==> src/design/dcfd_pkg.sv <==
package dcfd_pkg;

	localparam int PosW = 5;

	localparam logic [7:0] PREAMBLE = 8'hEA;
	localparam logic [7:0] HAND_OPEN_CODE = 8'h01;
	localparam logic [7:0] HAND_CLOSE_CODE = 8'h02;
	localparam int CHUTE_EN_BIT = 6;
	localparam int LID_OPEN_BIT = 7;

	// frame positions
	localparam logic [PosW-1:0] POS_IDLE = 5'd0;
	localparam logic [PosW-1:0] POS_LSPD_LO = 5'd1;
	localparam logic [PosW-1:0] POS_LSPD_HI = 5'd2;
	localparam logic [PosW-1:0] POS_LDIR = 5'd3;
	localparam logic [PosW-1:0] POS_RSPD_LO = 5'd4;
	localparam logic [PosW-1:0] POS_RSPD_HI = 5'd5;
	localparam logic [PosW-1:0] POS_RDIR = 5'd6;
	localparam logic [PosW-1:0] POS_J0_LO = 5'd7;
	localparam logic [PosW-1:0] POS_J0_HI = 5'd8;
	localparam logic [PosW-1:0] POS_J1_LO = 5'd9;
	localparam logic [PosW-1:0] POS_J1_HI = 5'd10;
	localparam logic [PosW-1:0] POS_J2_LO = 5'd11;
	localparam logic [PosW-1:0] POS_J2_HI = 5'd12;
	localparam logic [PosW-1:0] POS_J3_LO = 5'd13;
	localparam logic [PosW-1:0] POS_J3_HI = 5'd14;
	localparam logic [PosW-1:0] POS_HAND = 5'd15;
	localparam logic [PosW-1:0] POS_CHUTE = 5'd16;

	// action codes
	localparam logic [3:0] ACT_NONE = 4'd0;
	localparam logic [3:0] ACT_LSPD = 4'd1;
	localparam logic [3:0] ACT_LDIR = 4'd2;
	localparam logic [3:0] ACT_RSPD = 4'd3;
	localparam logic [3:0] ACT_RDIR = 4'd4;
	localparam logic [3:0] ACT_JOINT = 4'd5;
	localparam logic [3:0] ACT_HAND = 4'd6;
	localparam logic [3:0] ACT_CHUTE = 4'd7;
	localparam logic [3:0] ACT_ERROR = 4'd8;

	// config register indexes and reset values
	localparam logic REG_LID_OPEN = 1'b0;
	localparam logic REG_LID_CLOSED = 1'b1;
	localparam logic [15:0] LID_OPEN_RST = 16'd1000;
	localparam logic [15:0] LID_CLOSED_RST = 16'd2000;

	localparam int TdataW = 48;

	typedef struct packed {
		logic [15:0] lid_compare;
		logic [3:0]  chute_close_mask;
		logic        chute_update;
		logic        hand_enable;
		logic        hand_close_drive;
		logic        hand_open_drive;
		logic        dir_level;
		logic [1:0]  joint_index;
		logic [15:0] value;
	} result_t;

	localparam int ResultW = $bits(result_t);

endpackage

==> src/design/drive_command_frame_decoder.sv <==
// Each accepted input word passes one input register, one decode step and one output
// register to m_tdata/m_tuser. Throughput: 1 word per cycle while m_tready is high.
// Exactly one result word per input word.
// Reset (arst_n low, asynchronous): both stages empty, frame decoder waits for the
// preamble, held low byte 0, lid compares 1000 (open) and 2000 (closed).
module drive_command_frame_decoder import dcfd_pkg::*; (
	input  logic               clk,
	input  logic               arst_n,
	input  logic               s_tvalid,
	output logic               s_tready,
	input  logic [7:0]         s_tdata,  // [7:0] rx_byte
	input  logic               s_tuser,  // [0] rx_error
	output logic               m_tvalid,
	input  logic               m_tready,
	// [15:0] value, [17:16] joint_index, [18] dir_level, [19] hand_open_drive,
	// [20] hand_close_drive, [21] hand_enable, [22] chute_update,
	// [26:23] chute_close_mask, [42:27] lid_compare, [47:43] zero
	output logic [TdataW-1:0]  m_tdata,
	output logic [3:0]         m_tuser,  // [3:0] action
	input  logic               psel,
	input  logic               penable,
	input  logic               pwrite,
	input  logic [2:0]         paddr,
	input  logic [31:0]        pwdata,
	output logic [31:0]        prdata,
	output logic               pready
);

	logic        valid_s1;
	logic [7:0]  rx_byte_s1;
	logic        rx_error_s1;
	logic        advance;
	logic        out_valid_q;
	logic [3:0]  action_q;
	result_t     res_q;
	logic [3:0]  dec_action;
	result_t     dec_res;
	logic [15:0] lid_open_q;
	logic [15:0] lid_closed_q;

	dcfd_regs u_regs (
		.clk          (clk),
		.arst_n       (arst_n),
		.psel         (psel),
		.penable      (penable),
		.pwrite       (pwrite),
		.paddr        (paddr),
		.pwdata       (pwdata),
		.prdata       (prdata),
		.pready       (pready),
		.lid_open_q   (lid_open_q),
		.lid_closed_q (lid_closed_q)
	);

	// s1 moves on whenever the output register is empty or being drained
	assign advance = valid_s1 && (!out_valid_q || m_tready);
	assign s_tready = !valid_s1 || advance;

	always_ff @(posedge clk or negedge arst_n) begin
		if (!arst_n) begin
			valid_s1 <= 1'b0;
		end else if (s_tready) begin
			valid_s1 <= s_tvalid;
		end
	end

	always_ff @(posedge clk) begin
		if (s_tready && s_tvalid) begin
			rx_byte_s1 <= s_tdata;
			rx_error_s1 <= s_tuser;
		end
	end

	dcfd_decode u_decode (
		.clk        (clk),
		.arst_n     (arst_n),
		.advance    (advance),
		.rx_byte    (rx_byte_s1),
		.rx_error   (rx_error_s1),
		.lid_open   (lid_open_q),
		.lid_closed (lid_closed_q),
		.action     (dec_action),
		.res        (dec_res)
	);

	always_ff @(posedge clk or negedge arst_n) begin
		if (!arst_n) begin
			out_valid_q <= 1'b0;
		end else if (advance) begin
			out_valid_q <= 1'b1;
		end else if (m_tready) begin
			out_valid_q <= 1'b0;
		end
	end

	always_ff @(posedge clk) begin
		if (advance) begin
			action_q <= dec_action;
			res_q <= dec_res;
		end
	end

	assign m_tvalid = out_valid_q;
	assign m_tuser = action_q;
	assign m_tdata = {{(TdataW - ResultW){1'b0}}, res_q};

endmodule

==> src/design/dcfd_regs.sv <==
module dcfd_regs import dcfd_pkg::*; (
	input  logic        clk,
	input  logic        arst_n,
	input  logic        psel,
	input  logic        penable,
	input  logic        pwrite,
	input  logic [2:0]  paddr,
	input  logic [31:0] pwdata,
	output logic [31:0] prdata,
	output logic        pready,
	output logic [15:0] lid_open_q,
	output logic [15:0] lid_closed_q
);

	logic wr_en;
	logic reg_sel;

	assign pready = 1'b1;
	assign wr_en = psel & penable & pwrite;
	assign reg_sel = paddr[2];

	always_ff @(posedge clk or negedge arst_n) begin
		if (!arst_n) begin
			lid_open_q <= LID_OPEN_RST;
			lid_closed_q <= LID_CLOSED_RST;
		end else if (wr_en) begin
			if (reg_sel == REG_LID_OPEN) begin
				lid_open_q <= pwdata[15:0];
			end else begin
				lid_closed_q <= pwdata[15:0];
			end
		end
	end

	always_comb begin
		prdata = 32'd0;
		case (reg_sel)
			REG_LID_OPEN: prdata = {16'd0, lid_open_q};
			REG_LID_CLOSED: prdata = {16'd0, lid_closed_q};
			default: prdata = 32'd0;
		endcase
	end

endmodule

==> src/design/dcfd_decode.sv <==
module dcfd_decode import dcfd_pkg::*; (
	input  logic        clk,
	input  logic        arst_n,
	input  logic        advance,
	input  logic [7:0]  rx_byte,
	input  logic        rx_error,
	input  logic [15:0] lid_open,
	input  logic [15:0] lid_closed,
	output logic [3:0]  action,
	output result_t     res
);

	logic [PosW-1:0] pos_q;
	logic [PosW-1:0] pos_nxt;
	logic [7:0]      held_lo_q;
	logic            load_lo;
	logic [PosW-1:0] joint_off;

	assign joint_off = pos_q - POS_J0_HI;

	always_comb begin
		action = ACT_NONE;
		res = '0;
		pos_nxt = pos_q + 5'd1;
		load_lo = 1'b0;
		if (rx_error) begin
			action = ACT_ERROR;
			pos_nxt = pos_q;
		end else begin
			case (pos_q) inside
				POS_IDLE: begin
					pos_nxt = (rx_byte == PREAMBLE) ? POS_LSPD_LO : POS_IDLE;
				end
				POS_LSPD_LO, POS_RSPD_LO, POS_J0_LO, POS_J1_LO, POS_J2_LO,
				POS_J3_LO: begin
					load_lo = 1'b1;
				end
				POS_LSPD_HI: begin
					action = ACT_LSPD;
					res.value = {rx_byte, held_lo_q};
				end
				POS_LDIR: begin
					action = ACT_LDIR;
					res.dir_level = (rx_byte == 8'd0);
				end
				POS_RSPD_HI: begin
					action = ACT_RSPD;
					res.value = {rx_byte, held_lo_q};
				end
				POS_RDIR: begin
					action = ACT_RDIR;
					res.dir_level = rx_byte[0];
				end
				POS_J0_HI, POS_J1_HI, POS_J2_HI, POS_J3_HI: begin
					action = ACT_JOINT;
					res.value = {rx_byte, held_lo_q};
					res.joint_index = joint_off[2:1];
				end
				POS_HAND: begin
					action = ACT_HAND;
					res.hand_open_drive = (rx_byte == HAND_OPEN_CODE);
					res.hand_close_drive = (rx_byte == HAND_CLOSE_CODE);
					res.hand_enable = (rx_byte == HAND_OPEN_CODE) ||
						(rx_byte == HAND_CLOSE_CODE);
				end
				POS_CHUTE: begin
					action = ACT_CHUTE;
					res.chute_update = rx_byte[CHUTE_EN_BIT];
					res.chute_close_mask = rx_byte[CHUTE_EN_BIT] ? rx_byte[3:0] : 4'd0;
					res.lid_compare = rx_byte[LID_OPEN_BIT] ? lid_open : lid_closed;
					pos_nxt = POS_IDLE;
				end
				default: begin
					// past the end of a frame: resync
					pos_nxt = POS_IDLE;
				end
			endcase
		end
	end

	always_ff @(posedge clk or negedge arst_n) begin
		if (!arst_n) begin
			pos_q <= POS_IDLE;
			held_lo_q <= 8'd0;
		end else if (advance) begin
			pos_q <= pos_nxt;
			if (load_lo) begin
				held_lo_q <= rx_byte;
			end
		end
	end

endmodule

==> config.mk <==
export PLATFORM = sky130hd
export DESIGN_NAME = drive_command_frame_decoder
export DESIGN_NICKNAME = d
export VERILOG_FILES = /design/src/design/dcfd_pkg.sv /design/src/design/drive_command_frame_decoder.sv /design/src/design/dcfd_regs.sv /design/src/design/dcfd_decode.sv
export SDC_FILE = /design/constraint.sdc
export NUM_CORES = 1
export LEC_CHECK = 0
export ABC_CLOCK_PERIOD_IN_PS = 2500
export BUFFER_PORTS_ARGS = -buffer_cell sky130_fd_sc_hd__buf_2
export CAP_MARGIN = 5
export CORE_UTILIZATION = 47
export DETAILED_ROUTE_END_ITERATION = 7
export GPL_TIMING_DRIVEN = 0
export PLACE_DENSITY = 0.84
export REMOVE_ABC_BUFFERS = 1
export SETUP_SLACK_MARGIN = 0.15
export SYNTH_ARGS = -nofsm -noshare
export SYNTH_HDL_FRONTEND = slang
export SYNTH_SLANG_ARGS = --single-unit
==> constraint.sdc <==
create_clock -name clk -period 2.5 [get_ports clk]
set_clock_uncertainty 0.2 [all_clocks]
set_input_delay 0.5 -clock clk [delete_from_list [all_inputs] [get_ports clk]]
set_output_delay 0.5 -clock clk [all_outputs]
set_load 0.02 [all_outputs]
# Word level (Yosys, flattened, before mapping)
# Cells that the tools add are included.
[word_totals]
regBits = 103
input_bits = 51
out_inout_bits = 87
word_cells = 106
[classes]
add_sub_neg = 2
eq_ne = 19
mux = 33
n_bitwise = 8
reduce_logical = 23
[op_table]
columns = ["op", "count"]
rows = [
  ["16-bit 2-to-1 mux", 6],
  ["32-bit one-hot mux with 2 select lines", 1],
  ["5-bit by 4-bit equality test with 1-bit output, second input constant", 8],
  ["5-bit 2-to-1 mux", 8],
  ["4-bit 2-to-1 mux", 7],
  ["5-bit by 3-bit equality test with 1-bit output, second input constant", 4],
  ["19-bit OR reduction", 1],
  ["18-bit OR reduction", 1],
  ["17-bit OR reduction", 1],
  ["13-bit OR reduction", 1],
  ["11-bit OR reduction", 1],
  ["5-bit by 2-bit equality test with 1-bit output, second input constant", 2],
  ["1-bit 2-to-1 mux", 9],
  ["9-bit OR reduction", 1],
  ["8-bit by 1-bit equality test with 1-bit output, second input constant", 1],
  ["8-bit by 2-bit equality test with 1-bit output, second input constant", 1],
  ["8-bit equality test, second input constant", 1],
  ["8-bit logical NOT", 1],
  ["2-bit AND reduction", 4],
  ["8-bit OR reduction", 1],
  ["3-bit 2-to-1 mux", 2],
  ["1-bit inverter", 6],
  ["6-bit OR reduction", 1],
  ["5-bit by 1-bit adder with 5-bit output, second input constant", 1],
  ["other kinds (10)", 15],
]

# Longest topological paths before layout
[logic_depth]
word_depth = 10
depth_mapped = 9
ltp_nobuf = 7

# Hierarchy
# From an unflattened synthesis, not the netlist that was laid out.
[unflattened]
cells_unflattened = 350
hier_area_um2 = 4913.5
[modules_own_cells]
columns = ["module", "instances", "cells_each", "area_each_um2", "seq_area_each_um2"]
rows = [
  ["drive_command_frame_decoder", 1, 70, 1826.8, 1731.7],
  ["dcfd_regs", 1, 105, 1612.8, 815.8],
  ["dcfd_decode", 1, 175, 1473.9, 325.3],
]

# Least setup slack after synthesis
# No wires, ideal clock.
[synth_timing]
kind = "register -> register"
start = "register u_decode.pos_q[0]"
end = "register res_q (netlist bit m_tdata[27]) (data pin)"
setup_ps = 139
t_arrival_ps = 2068
required_ps = 2161
path_slack_ps = 92
stages_incl_launch_ff = 9
n_path_buf = 2
synth_period_minus_slack_ps = 2408
cell_sequence = "dfrtp_1 -> ha_1 -> and3_1 -> ha_1 -> or3_1 -> or2_1 -> buf_2 -> buf_6 -> nor2_1"
[synth_between]
elab_chain_len = 3
word_cells_on_any_way = 19
classes_between = "eq/ne: 16; bitwise: 1; reduce/logical: 2"
[synth_rtl]
columns = ["item", "line_no", "source"]
rows = [
  ["start: declaration", "dcfd_decode.sv:13", "logic [PosW-1:0] pos_q;"],
  ["start signal: assignment", "dcfd_decode.sv:86", "pos_q <= pos_nxt;"],
  ["5-bit equality test (no line)", "n/a", ""],
  ["1-bit inverter (no line)", "n/a", ""],
  ["18-bit OR reduction (no line) *", "n/a", ""],
  ["end signal: assignment", "drive_command_frame_decoder.sv:99", "res_q <= dec_res;"],
  ["end: declaration", "drive_command_frame_decoder.sv:35", "result_t res_q;"],
]
# Mark *: on every way between the ends. The rest lies on a longest branch, timed or not.
# A chain may end at the register's enable or synchronous reset.

# Worst setup path in the final report
[layout_timing]
start = "register u_decode.pos_q[1]"
end = "register res_q (netlist bit m_tdata[11]) (data pin)"
[layout_between]
elab_chain_len = 7
word_cells_on_any_way = 22
classes_between = "eq/ne: 14; mux: 5; reduce/logical: 3"
[layout_rtl]
columns = ["item", "line_no", "source"]
rows = [
  ["5-bit by 4-bit equality test with 1-bit output (no line)", "n/a", ""],
  ["4-bit OR reduction", "dcfd_decode.sv:30", "case (pos_q) inside"],
  ["16-bit 2-to-1 mux (5 in a row)", "dcfd_decode.sv:30", ""],
]
# Parallel ways exist; a longest one is shown, timed or not.

==> out/qor.csv <==
metric,value,unit
synth_top_area_share,35.0,%
p_leak,0.00246,uW
crit_arrival,2.28,ns
ys_ff_latch,103,
netlist_area,4810,um2
antenna_found_initial,0,
synthTopCellsByArea,"edfxtp_1 (35%), dfrtp_1 (18%), mux2_2 (13%)",
syn_avg_cell_area,13.7,um2
grt_pass1_vias,2861,
cp_max_fo,15,
core,9860,um2
dp_slack,-0.353,ns
syn_inst,350,
clock-sinks,103,
area_growth,18.4,%
setup_viol,0,
synth_most_common_cell,mux2_2,
grt_use_total,18.7,%
power_density,894,nW/um2
wl_met1,3.87,mm
clock_path_buffers,2,
setup_ws,0.153,ns
synth_warnings,0,
initial_utilization,48.7,%
final.period_utilization,93.9,%
drtIter0Drc,178,
startpoint_type,flip-flop,
synth_common_cells,"mux2_2 (57), edfxtp_1 (56), dfrtp_1 (35)",
max_freq,426,MHz
fp.dieH,103,um
worst_pin_slew,1.06,ns
rr_worst_depth,8,
async_flop_share,45.6,%
synth_edf_count,56,
r2r_setup_slack,0.15,ns
h-tree-depth,3,
cts_tree,done,
gr-total-overflow,0,
holdBufCountCts,0,
p_int,3360,uW
io_buffers,97,
p_comb_share,31.1,%
p_sw,1730,uW
hp-start,s_tdata[3],
ff_latch_area,2880,um2
whs_path_depth,1,
grt_pass1_wl,14.5,mm
post_route_cells_drive_above_1_share,49.5,%
cts_buffers,9,
finalWirelength,9.45,mm
final_nets,506,
critPathKind,reg -> reg,
cap_violations,0,
r2r-start,u_decode.pos_q[1]$_DFFE_PN0P_,
worstHoldEndpoint,rx_byte_s1[3]$_DFFE_PP_,
dr.pass1.iters,4,
nFillCells,800,
period_minus_slack,2.35,ns
die_x,103,um
ant_nets,0,
antenna_cells,0,
end_kind,flip-flop,
gp_congestion,0.892,
rsz0062_at_grt,yes,
synthFlopType,edfxtp_1,
clk-insertion-delay-late,0.37,ns
die_area,10600,um2
hpwlAfterDp,6.22,mm
fp-row-count,36,
clkTransAtPathRegs,0.11,ns
viasPerCell,5.17,
ys_seq_area_share,59.8,%
synthDistinctLibCells,49,
io-pin-count,138,
p_seq_share,47.5,%
min_path_type,in -> reg,
vdd_ir_drop_max,0.373,mV
wl_per_cell,16.1,um
drc,0,
postLayoutCoreUtil,57.7,%
multi_input_area,1840,um2
status,finished clean,
cp.required,2.44,ns
drv_slew,0,
grt_max_degree,48,
swShare,33.9,%
wl_met2,4.82,mm
dr.max_layer_used,met4,
slew_headroom,29.2,%
yosysTopAreaCell,edfxtp_1,
pwr-share-clk,21.5,%
dr_wl_met3,513,um
cts-root-buf,clkbuf_8,
reg2reg_to,m_tdata[11]$_SDFFCE_PP0P_,
via_count,3038,
hold_viol,0,
[power groups by stage]
stage | clock network (uW) | registers, uW | logic [uW]
floorplan | 0 | 2480 | 925
global placement | 0 | 2410 | 1340
detailed placement | 0 | 2440 | 1380
CTS | 1120 | 2390 | 1440
global route | 1190 | 2460 | 1720
finish | 1090 | 2410 | 1580
[critical path, cell delays in order (launching register included)]
cell	delay, ns
dfrtp_1	0.45
inv_2	0.10
ha_4	0.18
buf_4	0.13
nand2b_1	0.16
o21a_1	0.13
o21ai_1	0.45
nor2_8	0.12
and2_1	0.19
[cell families (layout without fill, tap and decap cells)]
logic type      after synthesis  count (layout)  share of synthesized area, %
compound gates               24              24                          3.49
xor+xnor                      1               1                         0.182
fa+ha+maj                     5               5                          1.30
buf+inv                      45             129                          5.96
flops                       103             103                          59.8
mux                          73              73                          16.7
other cells                   2              22                         0.156
simple gates                 97              98                          12.4
[routing by layer]
layer  up-vias  global-route usage, %
li1       1420                      -
met3        21                   4.41
met5         -                      0
met4         0                   8.13
met1      1481                   24.3
met2       116                   30.2
[area by class of cell]
cell class / count / area share, %
Timing Repair Buffer: 107 / 10.1
Sequential cell: 103 / 50.6
Multi-Input combinational cell: 223 / 32.3
Clock inverter: 7 / 1.50
Tap cell: 133 / 2.93
Inverter: 6 / 0.440
Clock buffer: 9 / 2.18
[state kept, by name (all words and copies together) (netlist names), 4 cells and up]
register and flops:
m_tdata 43, m_tuser 4, rx_byte_s1 8, u_decode.held_lo_q 8
u_decode.pos_q 5, u_regs.lid_closed_q 16, u_regs.lid_open_q 16
[through the flow]
step	hold WS, ns	total power (uW)	area (um2)	setup TNS [ns]	std cells
after floorplan	0.00441	3410	4620	0	331
after global placement	0.279	3740	5270	-28.41	561
after detailed placement	0.285	3820	5290	-7.55	562
after CTS	0.0732	4950	5560	0	583
after global routing	0.0660	5370	5690	0	588
final	0.0920	5090	5690	0	588
[layout by cell type (no fill, tap or decap), types with 4 or more instances in the layout]
cell type,netlist,routed
buf_2,4,97
dfrtp_1,35,32
o21ai_0,4,4
edfxtp_1,56,56
a21oi_1,6,6
buf_4,24,8
and3_1,9,9
mux2_2,57,57
nand2_1,9,8
inv_6,0,4
nand2b_1,6,6
nor2_2,0,5
nor2_1,24,18
clkbuf_8,0,9
dfstp_2,12,12
inv_1,6,4
and2_1,20,17
conb_1,2,22
mux2i_1,16,16
[repair_timing]
item                                   4_1_cts  5_1_grt
pin swaps                                    2        9
resized for setup                            9       23
cloned                                       1        0
buffers inserted                             4        5
endpoints found under the hold margin        0        0
setup endpoints to repair                   54       70
[how the worst max path moves through the flow]
stage	end	start
after detailed placement	m_tdata[40]$_SDFFCE_PP0P_	u_decode.pos_q[1]$_DFFE_PN0P_
after floorplan	m_tdata[0]$_SDFFCE_PP0P_	m_tready
after global routing	m_tdata[1]$_SDFFCE_PP0P_	u_decode.pos_q[1]$_DFFE_PN0P_
after global placement	m_tdata[34]$_SDFFCE_PP0P_	m_tready
after CTS	m_tdata[40]$_SDFFCE_PP0P_	u_decode.pos_q[0]$_DFFE_PN0P_
final	m_tdata[11]$_SDFFCE_PP0P_	u_decode.pos_q[1]$_DFFE_PN0P_
(Power assumes the default switching activity.)
